===== config.mk =====
export PLATFORM = sky130hd
export DESIGN_NAME = nr_sync_raster_gscn_converter
export DESIGN_NICKNAME = d
export VERILOG_FILES = /design/src/hw/rtl/nsrgc_pkg.sv /design/src/hw/rtl/nsrgc_decode.sv /design/src/hw/rtl/nr_sync_raster_gscn_converter.sv
export SDC_FILE = /design/constraint.sdc
export NUM_CORES = 2
export LEC_CHECK = 0
export ABC_AREA = 1
export BUFFER_PORTS_ARGS = -buffer_cell sky130_fd_sc_hd__buf_2
export CORE_MARGIN = 3
export CORE_UTILIZATION = 65
export CTS_BUF_LIST = sky130_fd_sc_hd__clkbuf_8
export DETAILED_ROUTE_END_ITERATION = 8
export PLACE_DENSITY = 0.83
export SLEW_MARGIN = 5
export SYNTH_ARGS = -nofsm -noshare
export SYNTH_HDL_FRONTEND = slang
export SYNTH_SLANG_ARGS = --single-unit

===== constraint.sdc =====
create_clock -name clk_i -period 22.4 [get_ports clk_i]
set_input_delay 5.6 -clock clk_i [delete_from_list [all_inputs] [get_ports clk_i]]
set_output_delay 5.6 -clock clk_i [all_outputs]
set_load 0.01 [all_outputs]

===== src/hw/rtl/nsrgc_pkg.sv =====
// Shared types, constants and helper functions for the NR sync raster / GSCN converter.
// No dependencies.
package nsrgc_pkg;

  localparam int unsigned VAL_W     = 27;
  localparam int unsigned N_W       = 14;
  localparam int unsigned M_W       = 3;
  localparam int unsigned Q_W       = 14;
  localparam int unsigned DIV_W     = 15;
  localparam int unsigned RCP_W     = 26;
  localparam int unsigned RCP_SHIFT = 27;
  localparam int unsigned PROD_W    = VAL_W + RCP_W;
  localparam int unsigned P_W       = Q_W + DIV_W;
  localparam int unsigned REM_W     = 15;
  localparam int unsigned X400_W    = 22;

  localparam logic [VAL_W-1:0] MID_START  = 27'd3000000;
  localparam logic [VAL_W-1:0] HIGH_START = 27'd24250000;
  localparam logic [VAL_W-1:0] HIGH_FIRST = 27'd24250080;
  localparam logic [VAL_W-1:0] GSCN_MID   = 27'd7499;
  localparam logic [VAL_W-1:0] GSCN_HIGH  = 27'd22256;

  localparam logic [DIV_W-1:0] LOW_STEP   = 15'd1200;
  localparam logic [DIV_W-1:0] LOW_OFFSET = 15'd50;
  localparam logic [DIV_W-1:0] MID_STEP   = 15'd1440;
  localparam logic [DIV_W-1:0] HIGH_STEP  = 15'd17280;
  localparam logic [DIV_W-1:0] GSCN_DIV   = 15'd3;

  localparam logic [N_W-1:0] LOW_N_MAX  = 14'd2499;
  localparam logic [N_W-1:0] MID_N_MAX  = 14'd14756;
  localparam logic [N_W-1:0] HIGH_N_MAX = 14'd4383;

  // floor(2^RCP_SHIFT / divisor): quotient estimate is exact or one low
  localparam logic [RCP_W-1:0] RCP_LOW  = RCP_W'((64'd1 << RCP_SHIFT) / 64'(LOW_STEP));
  localparam logic [RCP_W-1:0] RCP_MID  = RCP_W'((64'd1 << RCP_SHIFT) / 64'(MID_STEP));
  localparam logic [RCP_W-1:0] RCP_HIGH = RCP_W'((64'd1 << RCP_SHIFT) / 64'(HIGH_STEP));
  localparam logic [RCP_W-1:0] RCP_G3   = RCP_W'((64'd1 << RCP_SHIFT) / 64'(GSCN_DIV));

  typedef enum logic {
    CMD_TO_GSCN = 1'b0,
    CMD_TO_FREQ = 1'b1
  } cmd_e;

  typedef enum logic [1:0] {
    RNG_LOW,
    RNG_MID,
    RNG_HIGH
  } rng_e;

  typedef enum logic [1:0] {
    ST_OK    = 2'd0,
    ST_OFF   = 2'd1,
    ST_BAD_M = 2'd2,
    ST_BAD_N = 2'd3
  } status_e;

  typedef struct packed {
    cmd_e                cmd;
    rng_e                rng;
    status_e             err;
    logic [X400_W-1:0]   x400;
  } side_t;

  typedef struct packed {
    status_e             status;
    logic [VAL_W-1:0]    value;
    logic [M_W-1:0]      m;
    logic [N_W-1:0]      n;
  } result_t;

  function automatic logic [DIV_W-1:0] div_of(cmd_e cmd, rng_e rng);
    logic [DIV_W-1:0] d;
    case (rng)
      RNG_LOW:  d = (cmd == CMD_TO_GSCN) ? LOW_STEP : GSCN_DIV;
      RNG_MID:  d = MID_STEP;
      RNG_HIGH: d = HIGH_STEP;
      default:  d = MID_STEP;
    endcase
    return d;
  endfunction

  function automatic logic [RCP_W-1:0] rcp_of(cmd_e cmd, rng_e rng);
    logic [RCP_W-1:0] r;
    case (rng)
      RNG_LOW:  r = (cmd == CMD_TO_GSCN) ? RCP_LOW : RCP_G3;
      RNG_MID:  r = RCP_MID;
      RNG_HIGH: r = RCP_HIGH;
      default:  r = '0;
    endcase
    return r;
  endfunction

endpackage


===== src/hw/rtl/nsrgc_decode.sv =====
// Final decode: status priority, M/N extraction and output value per range and direction.
// Depends on nsrgc_pkg.
module nsrgc_decode (
  input  nsrgc_pkg::side_t                 side_i,
  input  logic [nsrgc_pkg::Q_W-1:0]        q_i,
  input  logic [nsrgc_pkg::REM_W-1:0]      r_i,
  input  logic [nsrgc_pkg::P_W-1:0]        p_i,
  output nsrgc_pkg::result_t               res_o
);

  function automatic logic is_mult50(logic [10:0] r);
    logic hit;
    hit = 1'b0;
    for (int k = 0; k < 24; k++) begin
      if (r == 11'(k * 50)) hit = 1'b1;
    end
    return hit;
  endfunction

  logic [nsrgc_pkg::N_W+1:0]   n3;
  logic [nsrgc_pkg::N_W-1:0]   n;
  logic [nsrgc_pkg::M_W-1:0]   m;
  logic [nsrgc_pkg::VAL_W-1:0] val;
  nsrgc_pkg::status_e          st;
  logic [nsrgc_pkg::VAL_W-1:0] x400;

  assign n3   = {1'b0, q_i, 1'b0} + {2'b00, q_i};
  assign x400 = nsrgc_pkg::VAL_W'(side_i.x400);

  always_comb begin
    n   = q_i;
    m   = '0;
    val = '0;
    st  = nsrgc_pkg::ST_OK;
    if (side_i.cmd == nsrgc_pkg::CMD_TO_GSCN) begin
      case (side_i.rng)
        nsrgc_pkg::RNG_LOW: begin
          if (!is_mult50(r_i[10:0])) begin
            st = nsrgc_pkg::ST_OFF;
          end else if (r_i == nsrgc_pkg::REM_W'(nsrgc_pkg::LOW_OFFSET)) begin
            m   = 3'd1;
            val = nsrgc_pkg::VAL_W'(n3) - nsrgc_pkg::VAL_W'(1);
          end else if (r_i == nsrgc_pkg::REM_W'(3 * nsrgc_pkg::LOW_OFFSET)) begin
            m   = 3'd3;
            val = nsrgc_pkg::VAL_W'(n3);
          end else if (r_i == nsrgc_pkg::REM_W'(5 * nsrgc_pkg::LOW_OFFSET)) begin
            m   = 3'd5;
            val = nsrgc_pkg::VAL_W'(n3) + nsrgc_pkg::VAL_W'(1);
          end else begin
            st = nsrgc_pkg::ST_BAD_M;
          end
          if (st == nsrgc_pkg::ST_OK && (n == '0 || n > nsrgc_pkg::LOW_N_MAX)) begin
            st = nsrgc_pkg::ST_BAD_N;
          end
        end
        nsrgc_pkg::RNG_MID: begin
          val = nsrgc_pkg::GSCN_MID + nsrgc_pkg::VAL_W'(n);
          if (r_i != '0) st = nsrgc_pkg::ST_OFF;
          else if (n > nsrgc_pkg::MID_N_MAX) st = nsrgc_pkg::ST_BAD_N;
        end
        nsrgc_pkg::RNG_HIGH: begin
          val = nsrgc_pkg::GSCN_HIGH + nsrgc_pkg::VAL_W'(n);
          if (side_i.err != nsrgc_pkg::ST_OK) st = side_i.err;
          else if (r_i != '0) st = nsrgc_pkg::ST_OFF;
          else if (n > nsrgc_pkg::HIGH_N_MAX) st = nsrgc_pkg::ST_BAD_N;
        end
        default: st = nsrgc_pkg::ST_BAD_N;
      endcase
    end else begin
      case (side_i.rng)
        nsrgc_pkg::RNG_LOW: begin
          // freq = 400*g + offset picked by g mod 3
          case (r_i[1:0])
            2'd0: begin
              m   = 3'd3;
              val = x400 + nsrgc_pkg::VAL_W'(3 * nsrgc_pkg::LOW_OFFSET);
            end
            2'd1: begin
              m   = 3'd5;
              val = x400 - nsrgc_pkg::VAL_W'(3 * nsrgc_pkg::LOW_OFFSET);
            end
            default: begin
              m   = 3'd1;
              n   = q_i + nsrgc_pkg::Q_W'(1);
              val = x400 + nsrgc_pkg::VAL_W'(9 * nsrgc_pkg::LOW_OFFSET);
            end
          endcase
          if (n == '0 || n > nsrgc_pkg::LOW_N_MAX) st = nsrgc_pkg::ST_BAD_N;
        end
        nsrgc_pkg::RNG_MID: begin
          val = nsrgc_pkg::MID_START + p_i[nsrgc_pkg::VAL_W-1:0];
        end
        nsrgc_pkg::RNG_HIGH: begin
          val = nsrgc_pkg::HIGH_FIRST + p_i[nsrgc_pkg::VAL_W-1:0];
          st  = side_i.err;
        end
        default: st = nsrgc_pkg::ST_BAD_N;
      endcase
    end
  end

  always_comb begin
    res_o.status = st;
    if (st == nsrgc_pkg::ST_OK) begin
      res_o.value = val;
      res_o.m     = m;
      res_o.n     = n;
    end else begin
      res_o.value = '0;
      res_o.m     = '0;
      res_o.n     = '0;
    end
  end

endmodule


===== src/hw/rtl/nr_sync_raster_gscn_converter.sv =====
// Top level: five-stage pipelined NR sync raster frequency <-> GSCN converter.
// Depends on nsrgc_pkg and nsrgc_decode.
//
//  channel | valid       | stall        | payload
//  --------+-------------+--------------+---------------------------------------------
//  in      | in_valid_i  | in_stall_o   | cmd_i, value_in_i
//  out     | out_valid_o | out_stall_i  | status_o, value_out_o, m_index_o, n_index_o
//
// One transaction per cycle while the output is not stalled; the stages are classify, reciprocal multiply,
// back multiply, remainder correction and decode into the output register.
// Each stage holds a valid bit and loads when empty or when the next stage moves,
// so bubbles close up while the output is stalled.
// Reset clears the valid bits only.
module nr_sync_raster_gscn_converter (
  input  logic                          clk_i,
  input  logic                          rst_ni,
  input  logic                          in_valid_i,
  output logic                          in_stall_o,
  input  logic                          cmd_i,
  input  logic [nsrgc_pkg::VAL_W-1:0]   value_in_i,
  output logic                          out_valid_o,
  input  logic                          out_stall_i,
  output logic [1:0]                    status_o,
  output logic [nsrgc_pkg::VAL_W-1:0]   value_out_o,
  output logic [nsrgc_pkg::M_W-1:0]     m_index_o,
  output logic [nsrgc_pkg::N_W-1:0]     n_index_o
);

  logic [5:1] v_q;
  logic [5:1] en;

  assign en[5]      = !v_q[5] || !out_stall_i;
  assign en[4]      = !v_q[4] || en[5];
  assign en[3]      = !v_q[3] || en[4];
  assign en[2]      = !v_q[2] || en[3];
  assign en[1]      = !v_q[1] || en[2];
  assign in_stall_o = !en[1];

  always_ff @(posedge clk_i or negedge rst_ni) begin
    if (!rst_ni) begin
      v_q <= '0;
    end else begin
      if (en[1]) v_q[1] <= in_valid_i;
      if (en[2]) v_q[2] <= v_q[1];
      if (en[3]) v_q[3] <= v_q[2];
      if (en[4]) v_q[4] <= v_q[3];
      if (en[5]) v_q[5] <= v_q[4];
    end
  end

  // stage 1: range select and offset removal
  nsrgc_pkg::side_t              side1_d, side1_q;
  logic [nsrgc_pkg::VAL_W-1:0]   d1_d, d1_q;

  always_comb begin
    side1_d.cmd  = nsrgc_pkg::cmd_e'(cmd_i);
    side1_d.err  = nsrgc_pkg::ST_OK;
    side1_d.x400 = nsrgc_pkg::X400_W'({value_in_i[12:0], 8'b0})
                 + nsrgc_pkg::X400_W'({value_in_i[12:0], 7'b0})
                 + nsrgc_pkg::X400_W'({value_in_i[12:0], 4'b0});
    if (side1_d.cmd == nsrgc_pkg::CMD_TO_GSCN) begin
      if (value_in_i < nsrgc_pkg::MID_START) begin
        side1_d.rng = nsrgc_pkg::RNG_LOW;
        d1_d        = value_in_i;
      end else if (value_in_i < nsrgc_pkg::HIGH_START) begin
        side1_d.rng = nsrgc_pkg::RNG_MID;
        d1_d        = value_in_i - nsrgc_pkg::MID_START;
      end else begin
        side1_d.rng = nsrgc_pkg::RNG_HIGH;
        d1_d        = value_in_i - nsrgc_pkg::HIGH_FIRST;
        if (value_in_i < nsrgc_pkg::HIGH_FIRST) side1_d.err = nsrgc_pkg::ST_OFF;
      end
    end else begin
      if (value_in_i < nsrgc_pkg::GSCN_MID) begin
        side1_d.rng = nsrgc_pkg::RNG_LOW;
        d1_d        = value_in_i;
      end else if (value_in_i < nsrgc_pkg::GSCN_HIGH) begin
        side1_d.rng = nsrgc_pkg::RNG_MID;
        d1_d        = value_in_i - nsrgc_pkg::GSCN_MID;
      end else begin
        side1_d.rng = nsrgc_pkg::RNG_HIGH;
        d1_d        = value_in_i - nsrgc_pkg::GSCN_HIGH;
        if (d1_d > nsrgc_pkg::VAL_W'(nsrgc_pkg::HIGH_N_MAX)) side1_d.err = nsrgc_pkg::ST_BAD_N;
      end
    end
  end

  always_ff @(posedge clk_i) begin
    if (en[1]) begin
      side1_q <= side1_d;
      d1_q    <= d1_d;
    end
  end

  // stage 2: quotient estimate by reciprocal multiply
  nsrgc_pkg::side_t              side2_q;
  logic [nsrgc_pkg::VAL_W-1:0]   d2_q;
  logic [nsrgc_pkg::Q_W-1:0]     q2_d, q2_q;
  logic [nsrgc_pkg::PROD_W-1:0]  prod2;
  logic                          direct1;

  assign direct1 = side1_q.cmd == nsrgc_pkg::CMD_TO_FREQ && side1_q.rng != nsrgc_pkg::RNG_LOW;
  assign prod2   = nsrgc_pkg::PROD_W'(d1_q)
                 * nsrgc_pkg::PROD_W'(nsrgc_pkg::rcp_of(side1_q.cmd, side1_q.rng));
  assign q2_d    = direct1 ? d1_q[nsrgc_pkg::Q_W-1:0]
                           : prod2[nsrgc_pkg::RCP_SHIFT +: nsrgc_pkg::Q_W];

  always_ff @(posedge clk_i) begin
    if (en[2]) begin
      side2_q <= side1_q;
      d2_q    <= d1_q;
      q2_q    <= q2_d;
    end
  end

  // stage 3: quotient times divisor (also N times step for GSCN to frequency)
  nsrgc_pkg::side_t              side3_q;
  logic [nsrgc_pkg::VAL_W-1:0]   d3_q;
  logic [nsrgc_pkg::Q_W-1:0]     q3_q;
  logic [nsrgc_pkg::P_W-1:0]     p3_d, p3_q;

  assign p3_d = nsrgc_pkg::P_W'(q2_q)
              * nsrgc_pkg::P_W'(nsrgc_pkg::div_of(side2_q.cmd, side2_q.rng));

  always_ff @(posedge clk_i) begin
    if (en[3]) begin
      side3_q <= side2_q;
      d3_q    <= d2_q;
      q3_q    <= q2_q;
      p3_q    <= p3_d;
    end
  end

  // stage 4: remainder and one-step quotient correction
  nsrgc_pkg::side_t              side4_q;
  logic [nsrgc_pkg::Q_W-1:0]     q4_d, q4_q;
  logic [nsrgc_pkg::REM_W-1:0]   r4_d, r4_q;
  logic [nsrgc_pkg::P_W-1:0]     p4_q;
  logic [nsrgc_pkg::VAL_W-1:0]   rfull3;
  logic [nsrgc_pkg::REM_W:0]     rw3;
  logic [nsrgc_pkg::DIV_W-1:0]   div3;
  logic                          fix3;

  assign rfull3 = d3_q - p3_q[nsrgc_pkg::VAL_W-1:0];
  assign rw3    = rfull3[nsrgc_pkg::REM_W:0];
  assign div3   = nsrgc_pkg::div_of(side3_q.cmd, side3_q.rng);
  assign fix3   = !(side3_q.cmd == nsrgc_pkg::CMD_TO_FREQ && side3_q.rng != nsrgc_pkg::RNG_LOW)
                  && (rw3 >= {1'b0, div3});
  assign q4_d   = fix3 ? q3_q + nsrgc_pkg::Q_W'(1) : q3_q;
  assign r4_d   = fix3 ? nsrgc_pkg::REM_W'(rw3 - {1'b0, div3}) : rw3[nsrgc_pkg::REM_W-1:0];

  always_ff @(posedge clk_i) begin
    if (en[4]) begin
      side4_q <= side3_q;
      q4_q    <= q4_d;
      r4_q    <= r4_d;
      p4_q    <= p3_q;
    end
  end

  // stage 5: decode into output register
  nsrgc_pkg::result_t res5_d, res5_q;

  nsrgc_decode u_decode (
    .side_i (side4_q),
    .q_i    (q4_q),
    .r_i    (r4_q),
    .p_i    (p4_q),
    .res_o  (res5_d)
  );

  always_ff @(posedge clk_i) begin
    if (en[5]) res5_q <= res5_d;
  end

  assign out_valid_o = v_q[5];
  assign status_o    = res5_q.status;
  assign value_out_o = res5_q.value;
  assign m_index_o   = res5_q.m;
  assign n_index_o   = res5_q.n;

endmodule


* Word level (Yosys, flattened, before mapping)
Cells that the tools add are included.
Storage, ports and cells: output and inout bits 48, register bits 329, word-level logic and storage cells 222, input port bits 32
Cells by class: reductions and logical operators 34, eq/ne operators 33, multiplexer cells 88, $lt $le $gt $ge 11, add/subtract/negate cells 20, $mul 2
Operators by type and width (number):
- 27-bit 2-to-1 mux | 10
- 27-bit one-hot mux with 3 select lines | 2
- 11-bit by 10-bit == test with 1-bit output (second input constant) | 10
- 14-bit 2-to-1 mux | 7
- 26-bit one-hot mux with 3 select lines | 1
- 15-bit one-hot mux with 2 select lines | 2
- 11-bit by 9-bit == test with 1-bit output (second input constant) | 5
- 27-bit by 25-bit less-than comparator with 1-bit output (second input constant) | 2
- 27-bit one-hot mux with 2 select lines | 1
- 2-bit 2-to-1 mux | 23
- 27-bit by 26-bit multiplier with 41-bit output | 1
- 11-bit == test (second input constant) | 3
- 11-bit by 8-bit == test with 1-bit output (second input constant) | 3
- 15-bit by 8-bit == test with 1-bit output (second input constant) | 2
- 14-bit by 1-bit adder with 14-bit output (second input constant) | 2
- 14-bit by 12-bit > comparator with 1-bit output (second input constant) | 2
- 14-bit logical NOT | 2
- 22-bit by 27-bit adder with 27-bit output (first input constant) | 1
- 25-bit by 27-bit adder with 27-bit output (first input constant) | 1
- 27-bit by 13-bit > comparator with 1-bit output (second input constant) | 1
- 27-bit by 13-bit less-than comparator with 1-bit output (second input constant) | 1
- 27-bit by 15-bit less-than comparator with 1-bit output (second input constant) | 1
- 27-bit by 22-bit less-than comparator with 1-bit output (second input constant) | 1
- 14-bit by 15-bit multiplier with 27-bit output | 1
- other kinds (40) | 103

* Logic depth before layout (Yosys ltp)
depth after elaboration 36, mapped depth 39

* Modules after synthesis
From an unflattened synthesis, not the netlist that was laid out.
Unflattened totals: cell total of the unflattened synthesis 5707, area, all modules 44880.5 um^2
Modules (own cells, without submodules):
- nr_sync_raster_gscn_converter | area an instance 37603.6 um^2, instances 1, sequential area each 9494.1 um^2, cells an instance 4238
- nsrgc_decode | area an instance 7277.0 um^2, instances 1, sequential area each 0.0 um^2, cells an instance 1469

* Worst setup path after synthesis
OpenSTA, ideal clock, no wires.
path type input to output, from input out_stall_i, to output in_stall_o, arrival time 11.496 ns, data required time 16.800 ns, stages 8, setup slack 5.304 ns, cells stage by stage nand2_1 > nor2_1 > inv_1 > nor2_1 > inv_1 > nor2_1 > inv_1 > nor2_1
On the way: word-level cells in the longest chain between the ends 7
Ends and longest elaborated chain:
- start: declaration | RTL line nr_sync_raster_gscn_converter.sv:22 | input logic out_stall_i,
- 1-bit logical NOT | RTL line nr_sync_raster_gscn_converter.sv:32 | assign en[5] = !v_q[5] || !out_stall_i;
- 1-bit logical OR | RTL line nr_sync_raster_gscn_converter.sv:32
- 1-bit logical OR | RTL line nr_sync_raster_gscn_converter.sv:33 | assign en[4] = !v_q[4] || en[5];
- via en (one bit) | RTL line nr_sync_raster_gscn_converter.sv:30 | logic [5:1] en;
- 1-bit logical OR | RTL line nr_sync_raster_gscn_converter.sv:34 | assign en[3] = !v_q[3] || en[4];
- via en (one bit) | RTL line nr_sync_raster_gscn_converter.sv:30
- 1-bit logical OR | RTL line nr_sync_raster_gscn_converter.sv:35 | assign en[2] = !v_q[2] || en[3];
- via en (one bit) | RTL line nr_sync_raster_gscn_converter.sv:30
- 1-bit logical OR | RTL line nr_sync_raster_gscn_converter.sv:36 | assign en[1] = !v_q[1] || en[2];
- 1-bit logical NOT | RTL line nr_sync_raster_gscn_converter.sv:37 | assign in_stall_o = !en[1];
- end: declaration | RTL line nr_sync_raster_gscn_converter.sv:18 | output logic in_stall_o,
The timed path passes the listed nets, and every way through them passes these cells.

* Worst setup path in the final report
from input out_stall_i, to output in_stall_o
On the way: word-level cells in the longest chain between the ends 7
Ends and longest elaborated chain (RTL line):
- 1-bit logical NOT | nr_sync_raster_gscn_converter.sv:32
- 1-bit logical OR | nr_sync_raster_gscn_converter.sv:32
- via en (one bit) | nr_sync_raster_gscn_converter.sv:30
- 1-bit logical OR | nr_sync_raster_gscn_converter.sv:33
- via en (one bit) | nr_sync_raster_gscn_converter.sv:30
- 1-bit logical OR | nr_sync_raster_gscn_converter.sv:34
- via en (one bit) | nr_sync_raster_gscn_converter.sv:30
- 1-bit logical OR | nr_sync_raster_gscn_converter.sv:35
- via en (one bit) | nr_sync_raster_gscn_converter.sv:30
- 1-bit logical OR | nr_sync_raster_gscn_converter.sv:36
- 1-bit logical NOT | nr_sync_raster_gscn_converter.sv:37
The timed path passes the listed nets, and every way through them passes these cells.

==> impl_metrics.toml <==
[clock_tree]
hold_buffers = 0
clock_sinks = 313
worstSkewPairLatency_ns = 0.65
clk_root_buffer_cell = "clkbuf_8"
path_clk_slew_ns = 0.06
cts_resized = 0
post-cts-setup-buffer-count = 0
htreeDepth = 2
cts_buffer_depth = 3
cts_tree = "yes"
cts_buffers = 52

[yosys]
yosys_warnings = 0
syn-instance-count = 5258
synth_fp_nets = 6241
synth_top_area_cell = "fa_1"
ys_types = 63
yosys_most_used_dff = "edfxtp_1"
ys_seq_area_share_pct = 21.8
yosysTopAreaCellShare_pct = 23.6
syn_area_mm2 = 0.0429
synth_seq_cells = 313
yosys-top-cells-area = "fa_1 (24%), edfxtp_1 (22%), ha_1 (13%)"
ys_async_sr_fraction_pct = 1.60
synth-edff-count = 308
post_synth.cell_area_avg_um2 = 8.16

[critical_path]
cp_common_cell = "nor2_1"
path_cells = "buf_2 -> nand2_2 -> nor2_1 -> inv_2 -> nor2_1 -> inv_2 -> nor2_1 -> inv_2 -> buf_4 -> nor2_1 -> buf_2"
r2r_end = "q2_q[8]"
cp-end-kind = "output pin"
arrival_ns = 7.99
ff2ff_path_depth = 32
slowest_delay_ns = 0.77
start_kind = "input pin"
slowest_stage = "nand2_2"
r2r_setup_slack_ns = 12.54
crit_type = "in -> out"
cp.required_ns = 16.80
r2r-start = "side1_q[25]"
crit_fanout = 55

[global_routing]
grt_usage_pct = 35.0
grt_pass1_vias = 35700
grt_max_degree = 81
grt_pass1_wl_um = 190000
grt-ovfl-total = 0
antenna_found_initial = 4

[timing]
tightest_slew_ns = 1.24
report.final.slew_viol_count = 0
relSlewSlack_pct = 16.5
setup_violations = 0
layout_min_cycle_time_ns = 13.59
max_freq_ghz = 0.0736
hold_viol = 0
setup_tns_ns = 0
finalCritPeriodShare_pct = 60.7
clock_skew_ns = 0.0560
rsz0062_at_grt = "no"

[min_path]
min_path_cells = 0
hold_path.class = "reg -> reg"
whs_endpoint = "d3_q[12]"
hp-start = "d2_q[12]"

[die]
placementRows = 93
fp.dieH_um = 263
dieArea_mm2 = 0.0691
io_pins = 80
core-area_mm2 = 0.0649
fp.dieW_um = 263
start_util_pct = 66.1

[drt]
wl_um = 120000
drc = 0
drtAntennaViolNets = 0
vias = 35200
routedWlPerCell_um = 19.3
via_per_inst = 5.66
drt_iter0_drc = 2927
drtPass1Iterations = 7

[layout]
final_nets = 6302
drive_above_1_share_pct = 5.30
layout-area-overhead-vs-synth_pct = 5.31

[place]
hpwlAfterDp_um = 100000
gp_congestion = 1.00
port-buffer-count = 79

[run]
drv_cap = 0

[run_status]
status = "complete, no violations"
[logic make-up (layout without fill, tap and decap cells)]
logic type	Yosys count	count (layout)	synth area share (%)
simple gates	1850	1850	18.2
buf+inv	1424	1525	12.6
fa+ha+maj	951	951	36.6
compound gates	560	560	7.43
flops	313	313	21.8
xor+xnor	160	160	3.30
other cells	0	1	0
[synth_stat cells (20+ instances only)]
| library cell | n |
|---|---|
| a21oi_1 | 198 |
| fa_1 | 505 |
| a31oi_1 | 23 |
| nand2_1 | 889 |
| xor2_1 | 118 |
| ha_1 | 446 |
| inv_1 | 1315 |
| nand4_1 | 58 |
| clkbuf_1 | 66 |
| a21oi_2 | 20 |
| nor2_1 | 498 |
| or2_2 | 21 |
| nand3_1 | 258 |
| edfxtp_1 | 308 |
| xnor2_1 | 40 |
| o21ai_0 | 211 |
| nor3_1 | 54 |
[layer usage]
metal  vias up  track usage [%]  part of all wire [%]
li1      16400                -                     -
met1     16700             42.4                    37
met2      1634             58.0                    47
met3       430             6.42                   8.3
met4         2             22.1                   7.7
met5         -                0                0.0075
[worst max-delay path by stage]
stage	end	cells past startpoint	slack, ns	start
2_1_floorplan	in_stall_o	8	5.30	out_stall_i
4_1_cts	in_stall_o	11	8.72	out_stall_i
6_report	in_stall_o	11	8.81	out_stall_i
3_5_place_dp	in_stall_o	11	8.73	out_stall_i
3_3_place_gp	in_stall_o	11	8.81	out_stall_i
5_1_grt	in_stall_o	11	8.45	out_stall_i
[area by class of cell]
class / count / area (um2)
flip-flops and latches: 313 / 9370
fillers: 5216 / 19700
well taps: 855 / 1070
multi-input cells: 3521 / 28100
clock inverters: 40 / 324
clock buffers: 54 / 743
repair buffers: 101 / 561
inverters: 1330 / 4990
diodes: 1 / 2.50
[cells in the final DEF, fill, tap and decap left out, types with 54 or more instances in the layout]
| cell type | Yosys | layout |
|---|---|---|
| nand4_1 | 58 | 58 |
| xor2_1 | 118 | 118 |
| nand3_1 | 258 | 258 |
| a21oi_1 | 198 | 198 |
| buf_2 | 14 | 79 |
| fa_1 | 505 | 505 |
| ha_1 | 446 | 446 |
| o21ai_0 | 211 | 209 |
| edfxtp_1 | 308 | 308 |
| nor2_1 | 498 | 498 |
| clkbuf_8 | 0 | 54 |
| nand2_1 | 889 | 888 |
| nor3_1 | 54 | 54 |
| inv_1 | 1315 | 1324 |
[stage by stage]
step | setup slack [ns] | instance area [um2] | hold WS [ns] | std cells | util, %
6_report | 8.81 | 45200 | 0.381 | 6215 | 69.6
2_1_floorplan | 5.30 | 42900 | 0.400 | 5258 | -
5_1_grt | 8.45 | 45200 | 0.389 | 6215 | 69.6
4_1_cts | 8.72 | 45200 | 0.371 | 6214 | 69.6
3_5_place_dp | 8.73 | 44100 | 0.405 | 6120 | 67.9
3_3_place_gp | 8.81 | 44100 | 0.400 | 6120 | 67.9
[state kept, by name (all words and copies together), names as in the netlist, 5 cells and up]
name,count
side3_q,23
side1_q,23
q3_q,14
value_out_o,27
d1_q,27
side2_q,23
d3_q,16
p4_q,27
q2_q,14
side4_q,23
n_index_o,14
r4_q,15
v_q,5
d2_q,16
q4_q,14
p3_q,27
[worst max-delay path, delay by kind of cell]
| kind | cells | cell delay (ns) |
|---|---|---|
| simple gates | 5 | 1.21 |
| buf+inv | 6 | 1.15 |
Power is not shown: default switching activity piles up to over one toggle a cycle in this logic, so the estimate is an artifact.
